### src/bpc_pkg.sv
// bpc_pkg: shared widths, codes, register indexes and types of the button press classifier.
// No dependencies; every other file of the block but bpc_if imports it.

package bpc_pkg;

   // Press timer width and derived widths
   localparam int TIMER_WIDTH = 32;
   localparam int CMP_WIDTH   = (TIMER_WIDTH > 32) ? TIMER_WIDTH : 32;
   localparam int SUM_WIDTH   = ((TIMER_WIDTH > 16) ? TIMER_WIDTH : 16) + 1;

   localparam logic [TIMER_WIDTH-1:0] TIMER_MAX = {TIMER_WIDTH{1'b1}};
   localparam logic [31:0]            HELD_MAX  = 32'hFFFF_FFFF;

   // Configuration port
   localparam int CSR_INDEX_WIDTH = 2;
   localparam int CSR_DATA_WIDTH  = 32;

   localparam logic [CSR_INDEX_WIDTH-1:0] CSR_BLOCK_ENABLED    = 2'd0;
   localparam logic [CSR_INDEX_WIDTH-1:0] CSR_TICK_UNIT        = 2'd1;
   localparam logic [CSR_INDEX_WIDTH-1:0] CSR_SHORT_PRESS_TIME = 2'd2;
   localparam logic [CSR_INDEX_WIDTH-1:0] CSR_LONG_PRESS_TIME  = 2'd3;

   localparam logic [15:0] TICK_UNIT_RESET        = 16'd10;
   localparam logic [31:0] SHORT_PRESS_TIME_RESET = 32'd50;
   localparam logic [31:0] LONG_PRESS_TIME_RESET  = 32'd1000;

   // Event codes reported on the result channel
   typedef enum logic [1:0] {
      EV_PRESSED        = 2'd0,
      EV_LONG_PRESSED   = 2'd1,
      EV_SHORT_RELEASED = 2'd2,
      EV_LONG_RELEASED  = 2'd3
   } event_code_type;

   // Press tracking state, one-hot
   typedef enum logic [4:0] {
      ST_RELEASED       = 5'b00001,
      ST_PRESSED        = 5'b00010,
      ST_LONG_PRESSED   = 5'b00100,
      ST_SHORT_RELEASED = 5'b01000,
      ST_LONG_RELEASED  = 5'b10000
   } press_state_type;

   // Register file contents as seen by the engine
   typedef struct packed {
      logic        block_enabled;
      logic [15:0] tick_unit;
      logic [31:0] short_press_time;
      logic [31:0] long_press_time;
   } cfg_type;

   // Event raised by the engine for one tick
   typedef struct packed {
      logic           hit;
      event_code_type code;
      logic [31:0]    held_time;
   } event_type;

endpackage

### src/bpc_if.sv
// bpc_if: valid/ready channel interfaces for tick words and event words.
// Depends on nothing; payload widths follow the block's field list.

interface bpc_req_if;
   logic valid;
   logic ready;
   logic pressed;

   modport source (output valid, output pressed, input ready);
   modport sink   (input valid, input pressed, output ready);
endinterface

interface bpc_rsp_if;
   logic        valid;
   logic        ready;
   logic [1:0]  event_code;
   logic [31:0] held_time;

   modport source (output valid, output event_code, output held_time, input ready);
   modport sink   (input valid, input event_code, input held_time, output ready);
endinterface

### src/button_press_classifier_core.sv
// button_press_classifier_core: top level of the button press classifier.
// Depends on bpc_pkg, bpc_if, bpc_csr and bpc_engine.
//
// Usage
//   req_chan carries one word per polling tick: the sampled button level.
//   rsp_chan carries at most one event word per tick: event code and held time.
//   csr_wr_en/csr_index/csr_wdata write the enable, tick unit and both
//   thresholds; write them only while no tick is in flight.
// Timing
//   A tick word goes into an input register, is evaluated against the timer
//   and press state once the output register is free or being drained, and
//   its event lands in the output register, from which rsp_chan takes it.
//   One tick per cycle is taken while the output register is free or drained,
//   set by the single timer add and compare between the input and output
//   registers.
// Reset
//   Both registers empty, timer zero and running, state released, block
//   disabled, tick unit 10, press threshold 50, long press threshold 1000.
// Back-pressure
//   While an event waits on rsp_chan the input register still holds one more
//   tick; req_chan.ready drops only when both are occupied.

module button_press_classifier_core
   import bpc_pkg::*;
(
   input  logic                       clock,
   input  logic                       reset,
   bpc_req_if.sink                    req_chan,
   bpc_rsp_if.source                  rsp_chan,
   input  logic                       csr_wr_en,
   input  logic [CSR_INDEX_WIDTH-1:0] csr_index,
   input  logic [CSR_DATA_WIDTH-1:0]  csr_wdata
);

   cfg_type   cfg;
   event_type evt;

   logic           in_valid_ff, in_valid_in;
   logic           in_pressed_ff;
   logic           out_valid_ff, out_valid_in;
   event_code_type out_code_ff;
   logic [31:0]    out_held_ff;
   logic           advance;

   bpc_csr u_csr (
      .clock     (clock),
      .reset     (reset),
      .csr_wr_en (csr_wr_en),
      .csr_index (csr_index),
      .csr_wdata (csr_wdata),
      .cfg       (cfg)
   );

   bpc_engine u_engine (
      .clock   (clock),
      .reset   (reset),
      .cfg     (cfg),
      .step    (advance),
      .pressed (in_pressed_ff),
      .evt     (evt)
   );

   // the held tick moves on when the output register is free or being drained
   assign advance        = in_valid_ff && (!out_valid_ff || rsp_chan.ready);
   assign req_chan.ready = !in_valid_ff || advance;

   always_comb begin
      in_valid_in = in_valid_ff;
      if (req_chan.valid && req_chan.ready) begin
         in_valid_in = 1'b1;
      end else if (advance) begin
         in_valid_in = 1'b0;
      end
   end

   always_comb begin
      out_valid_in = out_valid_ff;
      if (advance) begin
         out_valid_in = evt.hit;
      end else if (rsp_chan.ready) begin
         out_valid_in = 1'b0;
      end
   end

   // control
   always_ff @(posedge clock) begin
      if (reset) begin
         in_valid_ff  <= 1'b0;
         out_valid_ff <= 1'b0;
      end else begin
         in_valid_ff  <= in_valid_in;
         out_valid_ff <= out_valid_in;
      end
   end

   // payload
   always_ff @(posedge clock) begin
      if (req_chan.valid && req_chan.ready) begin
         in_pressed_ff <= req_chan.pressed;
      end
      if (advance && evt.hit) begin
         out_code_ff <= evt.code;
         out_held_ff <= evt.held_time;
      end
   end

   assign rsp_chan.valid      = out_valid_ff;
   assign rsp_chan.event_code = out_code_ff;
   assign rsp_chan.held_time  = out_held_ff;

endmodule

### src/bpc_csr.sv
// bpc_csr: configuration register file of the button press classifier.
// Depends on bpc_pkg.

module bpc_csr
   import bpc_pkg::*;
(
   input  logic                       clock,
   input  logic                       reset,
   input  logic                       csr_wr_en,
   input  logic [CSR_INDEX_WIDTH-1:0] csr_index,
   input  logic [CSR_DATA_WIDTH-1:0]  csr_wdata,
   output cfg_type                    cfg
);

   cfg_type cfg_ff;
   cfg_type cfg_in;

   // decode the write
   always_comb begin
      cfg_in = cfg_ff;
      if (csr_wr_en) begin
         case (csr_index)
            CSR_BLOCK_ENABLED:    cfg_in.block_enabled    = csr_wdata[0];
            CSR_TICK_UNIT:        cfg_in.tick_unit        = csr_wdata[15:0];
            CSR_SHORT_PRESS_TIME: cfg_in.short_press_time = csr_wdata[31:0];
            CSR_LONG_PRESS_TIME:  cfg_in.long_press_time  = csr_wdata[31:0];
            default:              cfg_in = cfg_ff;
         endcase
      end
   end

   always_ff @(posedge clock) begin
      if (reset) begin
         cfg_ff.block_enabled    <= 1'b0;
         cfg_ff.tick_unit        <= TICK_UNIT_RESET;
         cfg_ff.short_press_time <= SHORT_PRESS_TIME_RESET;
         cfg_ff.long_press_time  <= LONG_PRESS_TIME_RESET;
      end else begin
         cfg_ff <= cfg_in;
      end
   end

   assign cfg = cfg_ff;

endmodule

### src/bpc_engine.sv
// bpc_engine: press timer, press state and event decision for one tick per cycle.
// Depends on bpc_pkg.

module bpc_engine
   import bpc_pkg::*;
(
   input  logic      clock,
   input  logic      reset,
   input  cfg_type   cfg,
   input  logic      step,     // a tick word is processed this cycle
   input  logic      pressed,
   output event_type evt
);

   logic [TIMER_WIDTH-1:0] timer_ff, timer_in;
   logic                   running_ff, running_in;
   press_state_type        state_ff, state_in;

   logic [SUM_WIDTH-1:0]   sum;
   logic [TIMER_WIDTH-1:0] grown;
   logic [TIMER_WIDTH-1:0] held_src;
   logic [CMP_WIDTH-1:0]   grown_cmp, timer_cmp, short_cmp, long_cmp, held_cmp;
   logic [31:0]            held_time;

   // saturating timer growth
   assign sum   = SUM_WIDTH'(timer_ff) + SUM_WIDTH'(cfg.tick_unit);
   assign grown = (sum > SUM_WIDTH'(TIMER_MAX)) ? TIMER_MAX : sum[TIMER_WIDTH-1:0];

   assign grown_cmp = CMP_WIDTH'(grown);
   assign timer_cmp = CMP_WIDTH'(timer_ff);
   assign short_cmp = CMP_WIDTH'(cfg.short_press_time);
   assign long_cmp  = CMP_WIDTH'(cfg.long_press_time);

   // held time is reported clipped to 32 bits: grown timer on a held tick,
   // timer before clearing on a released one
   assign held_src  = pressed ? grown : timer_ff;
   assign held_cmp  = CMP_WIDTH'(held_src);
   assign held_time = (held_cmp > CMP_WIDTH'(HELD_MAX)) ? HELD_MAX : held_cmp[31:0];

   // tick decision
   always_comb begin
      timer_in      = timer_ff;
      running_in    = running_ff;
      state_in      = state_ff;
      evt.hit       = 1'b0;
      evt.code      = EV_PRESSED;
      evt.held_time = held_time;
      if (step && cfg.block_enabled) begin
         if (pressed) begin
            if (running_ff) begin
               timer_in = grown;
               if (grown_cmp >= long_cmp && state_ff != ST_LONG_PRESSED) begin
                  running_in = 1'b0;
                  state_in   = ST_LONG_PRESSED;
                  evt.hit    = 1'b1;
                  evt.code   = EV_LONG_PRESSED;
               end else if (grown_cmp >= short_cmp && state_ff != ST_PRESSED) begin
                  state_in = ST_PRESSED;
                  evt.hit  = 1'b1;
                  evt.code = EV_PRESSED;
               end
            end
         end else begin
            if (timer_cmp >= long_cmp) begin
               state_in = ST_LONG_RELEASED;
               evt.hit  = 1'b1;
               evt.code = EV_LONG_RELEASED;
            end else if (timer_cmp >= short_cmp) begin
               state_in = ST_SHORT_RELEASED;
               evt.hit  = 1'b1;
               evt.code = EV_SHORT_RELEASED;
            end else begin
               state_in = ST_RELEASED;
            end
            timer_in   = '0;
            running_in = 1'b1;
         end
      end
   end

   always_ff @(posedge clock) begin
      if (reset) begin
         timer_ff   <= '0;
         running_ff <= 1'b1;
         state_ff   <= ST_RELEASED;
      end else begin
         timer_ff   <= timer_in;
         running_ff <= running_in;
         state_ff   <= state_in;
      end
   end

   // a long press always freezes the timer
   a_long_frozen: assert property (@(posedge clock) disable iff (reset)
      state_ff == ST_LONG_PRESSED |-> !running_ff)
      else $error("long press state with timer running");

   // a released tick clears the timer and restarts it
   a_release_clears: assert property (@(posedge clock) disable iff (reset)
      step && cfg.block_enabled && !pressed |=> timer_ff == '0 && running_ff)
      else $error("timer not cleared on release");

   // a frozen timer does not move while held
   a_frozen_stable: assert property (@(posedge clock) disable iff (reset)
      step && pressed && !running_ff |=> $stable(timer_ff))
      else $error("frozen timer moved");

endmodule

### src/flat_wrapper.sv
// flat-port wrapper written by rule: the top's interface ports become plain ports
module button_press_classifier_core_flat import bpc_pkg::*;
  (clock, reset, csr_wr_en, csr_index, csr_wdata, req_chan_valid, req_chan_pressed, req_chan_ready, rsp_chan_valid, rsp_chan_event_code, rsp_chan_held_time, rsp_chan_ready);
  bpc_req_if req_chan_i ();
  bpc_rsp_if rsp_chan_i ();
  input  logic clock;
  input  logic reset;
  input  logic csr_wr_en;
  input  logic [CSR_INDEX_WIDTH-1:0] csr_index;
  input  logic [CSR_DATA_WIDTH-1:0] csr_wdata;
  input wire logic [$bits(req_chan_i.valid)-1:0] req_chan_valid;
  input wire logic [$bits(req_chan_i.pressed)-1:0] req_chan_pressed;
  output wire logic [$bits(req_chan_i.ready)-1:0] req_chan_ready;
  output wire logic [$bits(rsp_chan_i.valid)-1:0] rsp_chan_valid;
  output wire logic [$bits(rsp_chan_i.event_code)-1:0] rsp_chan_event_code;
  output wire logic [$bits(rsp_chan_i.held_time)-1:0] rsp_chan_held_time;
  input wire logic [$bits(rsp_chan_i.ready)-1:0] rsp_chan_ready;
  assign req_chan_i.valid = req_chan_valid;
  assign req_chan_i.pressed = req_chan_pressed;
  assign req_chan_ready = req_chan_i.ready;
  assign rsp_chan_valid = rsp_chan_i.valid;
  assign rsp_chan_event_code = rsp_chan_i.event_code;
  assign rsp_chan_held_time = rsp_chan_i.held_time;
  assign rsp_chan_i.ready = rsp_chan_ready;
  button_press_classifier_core u_core (.clock(clock), .reset(reset), .req_chan(req_chan_i), .rsp_chan(rsp_chan_i), .csr_wr_en(csr_wr_en), .csr_index(csr_index), .csr_wdata(csr_wdata));
endmodule
### config.mk
export PLATFORM = sky130hd
export DESIGN_NAME = button_press_classifier_core_flat
export DESIGN_NICKNAME = d
export VERILOG_FILES = /design/src/bpc_pkg.sv /design/src/bpc_if.sv /design/src/button_press_classifier_core.sv /design/src/bpc_csr.sv /design/src/bpc_engine.sv /design/src/flat_wrapper.sv
export SDC_FILE = /design/constraint.sdc
export NUM_CORES = 1
export LEC_CHECK = 0
export BUFFER_PORTS_ARGS = -buffer_cell sky130_fd_sc_hd__buf_2
export CORE_UTILIZATION = 56
export CTS_CLUSTER_SIZE = 20
export DETAILED_ROUTE_END_ITERATION = 7
export PLACE_DENSITY = 0.84
export SETUP_SLACK_MARGIN = 0.02
export SYNTH_ARGS = -nofsm -noshare
export SYNTH_HDL_FRONTEND = slang
export SYNTH_SLANG_ARGS = --single-unit
export TNS_END_PERCENT = 1
### constraint.sdc
create_clock -name clock -period 4.5 [get_ports clock]
set_clock_uncertainty 0.05 [all_clocks]
set_input_delay 0.225 -clock clock [delete_from_list [all_inputs] [get_ports clock]]
set_output_delay 0.225 -clock clock [all_outputs]
set_load 0.02 [all_outputs]
# Yosys cells after proc, flatten, opt, wreduce, memory -nomap -nowiden

Index checks and enable logic that the tools add are counted.

Add/subtract/negate cells: 1
Mux-type cells: 24
Reductions and logical operators: 19
Magnitude comparators: 6
Eq/ne operators: 7

Operators by type and width:

| operator                                              | count |
|---|---|
| greater-or-equal comparator 32 bit                    | 4 |
| 2-to-1 mux 32 bit                                     | 4 |
| adder 32 x 16 -> 33 bit                               | 1 |
| > comparator 33 x 32 -> 1 bit, second input constant  | 1 |
| > comparator 32 bit, second input constant            | 1 |
| 2-to-1 mux 5 bit                                      | 5 |
| 2-to-1 mux 3 bit                                      | 7 |
| AND reduction 2 bit                                   | 5 |
| 2-to-1 mux 1 bit                                      | 7 |
| logical AND 1 bit                                     | 6 |
| inequality test 5 x 2 -> 1 bit, second input constant | 1 |
| inequality test 5 x 3 -> 1 bit, second input constant | 1 |
| equality test 2 bit, second input constant            | 2 |
| 2-to-1 mux 4 bit                                      | 1 |
| nonzero test 2 bit                                    | 2 |
| inequality test 3 bit, second input constant          | 1 |
| AND reduction 3 bit                                   | 1 |
| equality test 2 x 1 -> 1 bit, second input constant   | 1 |
| logical NOT 1 bit                                     | 2 |
| logical NOT 2 bit                                     | 1 |
| logical OR 1 bit                                      | 2 |
| inequality test 2 bit, second input constant          | 1 |

Word-level logic and storage cells: 69
Output and inout port bits: 36
Register bits: 156
Bits of input ports: 40

# Longest topological paths before layout

Depth after elaboration: 11
Mapped depth: 22
Mapped depth without buffers: 20

# Modules after synthesis

From an unflattened synthesis, not the netlist that was laid out.

Cell total of the unflattened synthesis: 1170
Area total of the unflattened synthesis: 10685.2 um^2

Modules (own cells, without submodules):

| module                       | times used | sequential area each (um^2) | cells an instance | area an instance (um^2) |
|---|---|---|---|---|
| bpc_engine                   | 1          | 760.7                       | 812               | 6190.9 |
| bpc_csr                      | 1          | 1621.6                      | 312               | 3340.7 |
| button_press_classifier_core | 1          | 1091.0                      | 46                | 1153.6 |

# Worst setup path before layout

Ideal clock, no wire load.

Path type: flip-flop to flip-flop
Start point: register u_core.u_engine.timer_ff[0] (netlist: u_core.u_engine.timer_cmp[0])
End point: register u_core.out_code_ff[0] (netlist: u_core.rsp_chan.event_code[0]) (enable)
Data arrival time: 4.469 ns
Library setup time: 0.389 ns
Stages on the path, launching flop included: 21
Setup slack: -0.407 ns
Cells stage by stage: dfxtp_1 > ha_1 > inv_1 > fa_1 > nor2b_1 > o21a_1 > o21ai_0 > a211o_1 > a21oi_1 > clkbuf_1 > nand3_1 > o21a_1 > ha_1 > nand4_1 > nor4_1 > o21ai_0 > a31oi_1 > o211ai_1 > nand3_1 > o22ai_1 > inv_1

Word-level cells in the longest chain between the ends: 11
Elaborated cells on any way between the ends: 17

RTL lines:

| item                               | line                                | text |
|---|---|---|
| start, declared                    | bpc_engine.sv:15                    | `logic [TIMER_WIDTH-1:0] timer_ff, timer_in;` |
| start signal, assigned             | bpc_engine.sv:87                    | `timer_ff <= timer_in;` |
| adder 32 x 16 -> 33 bit            | bpc_engine.sv:26                    | `assign sum = SUM_WIDTH'(timer_ff) + SUM_WIDTH'(cfg.tick_unit);` |
| > comparator 33 x 32 -> 1 bit      | bpc_engine.sv:27                    | `assign grown = (sum > SUM_WIDTH'(TIMER_MAX)) ? TIMER_MAX : sum[TIMER_WIDTH-1:0];` |
| 2-to-1 mux 32 bit                  | bpc_engine.sv:27                    |  |
| greater-or-equal comparator 32 bit | bpc_engine.sv:57                    | `end else if (grown_cmp >= short_cmp && state_ff != ST_PRESSED) begin` |
| logical AND 1 bit                  | bpc_engine.sv:57                    |  |
| 2-to-1 mux 3 bit                   | bpc_engine.sv:57                    |  |
| 2-to-1 mux 3 bit                   | bpc_engine.sv:52                    | `if (grown_cmp >= long_cmp && state_ff != ST_LONG_PRESSED) begin` |
| 2-to-1 mux 3 bit                   | bpc_engine.sv:50                    | `if (running_ff) begin` |
| 2-to-1 mux 3 bit *                 | bpc_engine.sv:49                    | `if (pressed) begin` |
| 2-to-1 mux 3 bit *                 | bpc_engine.sv:48                    | `if (step && cfg.block_enabled) begin` |
| logical AND 1 bit *                | button_press_classifier_core.sv:101 | `if (advance && evt.hit) begin` |
| end signal, assigned               | button_press_classifier_core.sv:102 | `out_code_ff <= evt.code;` |
| end, declared                      | button_press_classifier_core.sv:41  | `event_code_type out_code_ff;` |

Every way passes the cells marked *; elsewhere a longest branch is shown, timed or not.
A chain may end at the register's enable or synchronous reset.

# Final worst setup path

Start point: register u_core.u_csr.cfg_ff (netlist bit u_core.u_csr.cfg[64])
End point: register u_core.out_held_ff[20] (netlist: u_core.rsp_chan.held_time[20]) (enable)

Word-level cells in the longest chain between the ends: 11
Elaborated cells on any way between the ends: 13

RTL lines:

| item                               | line                                | text |
|---|---|---|
| start, declared                    | bpc_csr.sv:15                       | `cfg_type cfg_ff;` |
| start signal, assigned             | bpc_csr.sv:39                       | `cfg_ff <= cfg_in;` |
| adder 32 x 16 -> 33 bit *          | bpc_engine.sv:26                    |  |
| > comparator 33 x 32 -> 1 bit      | bpc_engine.sv:27                    |  |
| 2-to-1 mux 32 bit *                | bpc_engine.sv:27                    |  |
| greater-or-equal comparator 32 bit | bpc_engine.sv:57                    |  |
| logical AND 1 bit                  | bpc_engine.sv:57                    |  |
| 2-to-1 mux 3 bit                   | bpc_engine.sv:57                    |  |
| 2-to-1 mux 3 bit *                 | bpc_engine.sv:52                    |  |
| 2-to-1 mux 3 bit *                 | bpc_engine.sv:50                    |  |
| 2-to-1 mux 3 bit *                 | bpc_engine.sv:49                    |  |
| 2-to-1 mux 3 bit *                 | bpc_engine.sv:48                    |  |
| logical AND 1 bit *                | button_press_classifier_core.sv:101 |  |
| end signal, assigned               | button_press_classifier_core.sv:103 | `out_held_ff <= evt.held_time;` |
| end, declared                      | button_press_classifier_core.sv:42  | `logic [31:0] out_held_ff;` |

Marked as above.

==> metrics.md <==
| Metric | Value |
|---|---|
| Result of the run | `finished, violations left` |
| Failing checks | `design-rule violations, negative setup slack` |
| Routability cong. | `0.987` |
| Area growth from synthesis to layout | `27.3%` |
| Post-placement cell count | `1624` |
| Max_slew headroom | `17.0%` |
| Mean cell area of the mapped netlist | `8.14 µm²` |
| Total Wirelength | `34800 µm` |
| Peak per-stage delay on the critical path | `430 ps` |
| Worst Max-Slew Pin Slew | `1240 ps` |
| # H-tree levels | `4` |
| Share of final-layout standard cells stronger than drive strength 1 | `23.4%` |
| CP max FO | `7` |
| Initial drt markers | `1725` |
| IO buf count | `75` |
| Number of nets in the synthesized netlist | `1447` |
| Crit path arrival time | `4890 ps` |
| Top delay family on crit path | `compound AO/OA/AOI/OAI gates` |
| Width of the chip | `137 µm` |
| Final critical-path setup slack | `-240 ps` |
| Required time at the endpoint of the critical path | `4650 ps` |
| Share of the synthesized area in the top cell type | `23.6%` |
| Clock tree from TritonCTS | `done` |
| Placeable core region | `0.0180 mm²` |
| Part of the power in the clock network | `44.6%` |
| Final Non-Filler Cells | `1702` |
| Total CTS buffers | `17` |
| Cell type with the highest aggregate area in the netlist | `sky130_fd_sc_hd__dfxtp_1` |
| Critical path's slowest cell | `sky130_fd_sc_hd__a211o_2` |
| Synth Warn # | `0` |
| Psw | `0.000874 W` |
| VDD IR-drop max | `0.000278 V` |
| Setup crit end kind | `flip-flop` |
| Main synth FF type | `sky130_fd_sc_hd__dfxtp_1` |
| Final setup violating endpoints | `40` |
| Root buf cell | `sky130_fd_sc_hd__clkbuf_16` |
| Wire length of the first global-routing pass | `50800 µm` |
| Launching element type of the critical path | `flip-flop` |
| Final routed DRC violation total | `3` |
| Hold/Removal Path Class | `in2reg` |
| Starting utilization of the core area | `57.2%` |
| F_max | `0.211 GHz` |
| Yosys reg bits | `156` |
| Ratio of final minimum period to clock period | `105%` |
| Fraction of registers with async set/reset | `0%` |
| Met3 Routed Length | `4480 µm` |
| Fill cells | `1244` |
| Vias after detailed routing | `10900` |
| Uppermost layer routed | `met4` |
| Number of buffers on the longest clock path | `2` |
| Clock edge transition at the registers on the reported setup and hold paths | `60 ps` |
| Average detailed-routed wire length per instance | `20.5 µm` |
| Number of standard-cell rows in the floorplan | `49` |
| Detailed placement HPWL | `23400 µm` |
| Number of distinct library cell variants in the gate-level netlist after synthesis | `71` |
| Clock latency reported for the late side of the worst-skew pair | `440 ps` |
| Height of the die | `137 µm` |
| PwrDens | `253 mW/mm²` |
| Top area cells in the synthesized netlist | `sky130_fd_sc_hd__dfxtp_1 24%, sky130_fd_sc_hd__ha_1 18%, sky130_fd_sc_hd__edfxtp_1 10%, sky130_fd_sc_hd__nand2_1 8.0%, sky130_fd_sc_hd__a21oi_1 7.3%` |
| Number of buffer and inverter stages on the critical path | `6` |
| EDFF count, synth | `35` |
| Final Hold Viols | `0` |
| Design Area, Final | `0.0131 mm²` |
| Area of the die | `0.0189 mm²` |
| Post-layout minimum cycle time | `4740 ps` |
| Initial DRT Pass Iterations | `8` |
| Number of routed nets with antenna violations | `0` |
| Internal | `0.00244 W` |
| Fraction of the core area covered by cells at the end of the flow | `72.8%` |
| Combined global-route utilization of all metal layers | `35.5%` |
| Vias per inst | `6.41` |
| Top-Level Pins | `76` |
| Via count of the first global-routing pass | `9792` |
| Max Cap Viol | `0` |
| Area post-placement | `0.0117 mm²` |
| Static leakage | `5.78 nW` |
| Sequential Power Share | `44.7%` |
| Nets@finish | `1645` |
| TritonCTS Sinks | `156` |
| Unrepaired setup endpoints after global routing | `true` |
| Cell count after synthesis | `1262` |
| CP cell instances | `ha_4 -> inv_2 -> fa_2 -> nor2b_2 -> o21a_1 -> o21ai_1 -> a211o_2 -> a21oi_4 -> buf_6 -> buf_4 -> and3_4 -> xnor2_2 -> nand2_1 -> ha_2 -> a211oi_2 -> o21bai_1 -> a211oi_2 -> o21ai_2 -> o21ai_2 -> a21oi_4 -> o22ai_4 -> clkinvlp_4 -> buf_6 -> clkbuf_16` |
| Worst Path Class, Setup | `reg2reg` |
| Antenna diode count | `0` |
| Grt ovf | `0` |
| Post-synthesis instance area | `0.0103 mm²` |
| Detail Route met2 WL | `15000 µm` |
| Pin count of the biggest net entering global routing | `64` |
| Initial antenna violation count | `0` |
| Detailed-routing wirelength on met1 | `13800 µm` |
| Sw Ratio | `26.4%` |
| Logic gate share of total power | `10.7%` |
| Count of pins over their slew limit | `0` |
| Sequential share of the synthesized area | `33.8%` |
## final timing paths
| kind | end | start | depth (start not counted) | slack, ps |
|---|---|---|---|---|
| worst max-delay path | u_core.rsp_chan.held_time[20] | u_core.u_csr.cfg[64] | 24 | -240 |
| worst min-delay path | u_core.u_csr.cfg[34] | csr_wdata[2] | 3 | 5 |
| worst max register to register | u_core.rsp_chan.held_time[20] | u_core.u_csr.cfg[64] | 24 | -240 |
| worst min register to register | u_core.u_csr.cfg[11] | u_core.u_csr.cfg[11] | 2 | 410 |
## state kept, by name (all words and copies together), names as in the netlist
| signal | cells |
|---|---|
| u_core.in_pressed_ff | 1 |
| u_core.in_valid_ff | 1 |
| u_core.rsp_chan.event_code | 2 |
| u_core.rsp_chan.held_time | 32 |
| u_core.rsp_chan.valid | 1 |
| u_core.u_csr.cfg | 81 |
| u_core.u_engine.running_ff | 1 |
| u_core.u_engine.state_ff | 5 |
| u_core.u_engine.timer_cmp | 32 |
## power groups by stage
stage	combinational (W)	sequential [W]	clock, W
after floorplan	0.000198	0.00150	0
after global placement	0.000296	0.00151	0
after detailed placement	0.000306	0.00151	0
after CTS	0.000329	0.00148	0.00148
after global routing	0.000382	0.00148	0.00153
final	0.000353	0.00148	0.00148
## metal layers
metal  track usage (%)  up-vias
met5                 0        -
met4              15.3        0
met3              8.94      153
met2              53.7      779
met1              47.7     5065
li1                  -     4905
## Yosys cell counts (6+ instances only)
cell	count
sky130_fd_sc_hd__a211oi_1	15
sky130_fd_sc_hd__a21o_1	25
sky130_fd_sc_hd__a21oi_1	150
sky130_fd_sc_hd__a22o_1	10
sky130_fd_sc_hd__a31oi_1	31
sky130_fd_sc_hd__and2_1	10
sky130_fd_sc_hd__and3_1	14
sky130_fd_sc_hd__and4_1	9
sky130_fd_sc_hd__buf_2	14
sky130_fd_sc_hd__clkbuf_1	45
sky130_fd_sc_hd__dfxtp_1	121
sky130_fd_sc_hd__edfxtp_1	35
sky130_fd_sc_hd__ha_1	144
sky130_fd_sc_hd__inv_1	84
sky130_fd_sc_hd__nand2_1	218
sky130_fd_sc_hd__nand2b_1	6
sky130_fd_sc_hd__nand3_1	27
sky130_fd_sc_hd__nand4_1	18
sky130_fd_sc_hd__nor2_1	74
sky130_fd_sc_hd__nor2b_1	7
sky130_fd_sc_hd__nor3_1	12
sky130_fd_sc_hd__o211ai_1	19
sky130_fd_sc_hd__o21a_1	11
sky130_fd_sc_hd__o21ai_0	67
sky130_fd_sc_hd__xnor2_1	12
sky130_fd_sc_hd__xor2_1	6
## worst min-delay path: stages
cell	delay (ps)
sky130_fd_sc_hd__buf_2	120
sky130_fd_sc_hd__nand2_1	50
sky130_fd_sc_hd__a21oi_1	50
## layout make-up
| type | instances | area [µm²] | share of cell area (%) |
|---|---|---|---|
| clock buffer | 21 | 493 | 3.77 |
| clock inverter | 11 | 103 | 0.785 |
| inverter | 84 | 319 | 2.44 |
| multi-input combinational | 957 | 6580 | 50.3 |
| sequential | 156 | 3480 | 26.6 |
| tap | 229 | 287 | 2.19 |
| timing repair buffer | 244 | 1810 | 13.9 |
## logic make-up (layout without fill, tap and decap cells)
group                    Yosys count  count (layout)  share of synthesized area [%]
AO/OA/AOI/OAI                    371             371                           22.1
XOR/XNOR                          18              18                           1.53
adder cells (fa/ha/maj)          145             145                           17.7
buffers and inverters            149             360                           5.85
flip-flops                       156             156                           33.8
multiplexers                       4               4                          0.414
AND/OR/NAND/NOR                  419             419                           18.5
## what timing repair did
| item | in CTS | in global routing |
|---|---|---|
| resized for setup | 31 | 51 |
| setup buffers | 13 | 10 |
| gates cloned | 2 | 1 |
| hold endpoints to repair | 34 | 0 |
| pin swaps | 23 | 40 |
| endpoints found under the setup margin | 40 | 42 |
| hold buffers | 20 | 0 |
## through the flow
stage          setup WS (ps)  hold WS [ps]  total power, W  setup TNS [ps]
2_1_floorplan          -55.3           274         0.00170           -1880
3_3_place_gp           -51.7           352         0.00180           -1630
3_5_place_dp            -215           357         0.00182           -7580
4_1_cts                 4.75          1.59         0.00328               0
5_1_grt                 -398          18.6         0.00339          -14670
6_report                -240          4.76         0.00331           -8170
## cells in the final DEF, fill, tap and decap left out, types with 18 or more instances in the layout
| cell | n |
|---|---|
| sky130_fd_sc_hd__nand2_1 | 212 |
| sky130_fd_sc_hd__a21oi_1 | 143 |
| sky130_fd_sc_hd__ha_1 | 136 |
| sky130_fd_sc_hd__buf_4 | 132 |
| sky130_fd_sc_hd__dfxtp_1 | 116 |
| sky130_fd_sc_hd__inv_1 | 82 |
| sky130_fd_sc_hd__buf_2 | 75 |
| sky130_fd_sc_hd__nor2_1 | 67 |
| sky130_fd_sc_hd__o21ai_0 | 49 |
| sky130_fd_sc_hd__edfxtp_1 | 35 |
| sky130_fd_sc_hd__a31oi_1 | 29 |
| sky130_fd_sc_hd__a21o_1 | 25 |
| sky130_fd_sc_hd__nand3_1 | 23 |
| sky130_fd_sc_hd__clkbuf_16 | 20 |
| sky130_fd_sc_hd__dlygate4sd3_1 | 20 |
| sky130_fd_sc_hd__o211ai_1 | 19 |
| sky130_fd_sc_hd__nand4_1 | 18 |
Note: power is estimated with default switching activity, not from simulation.
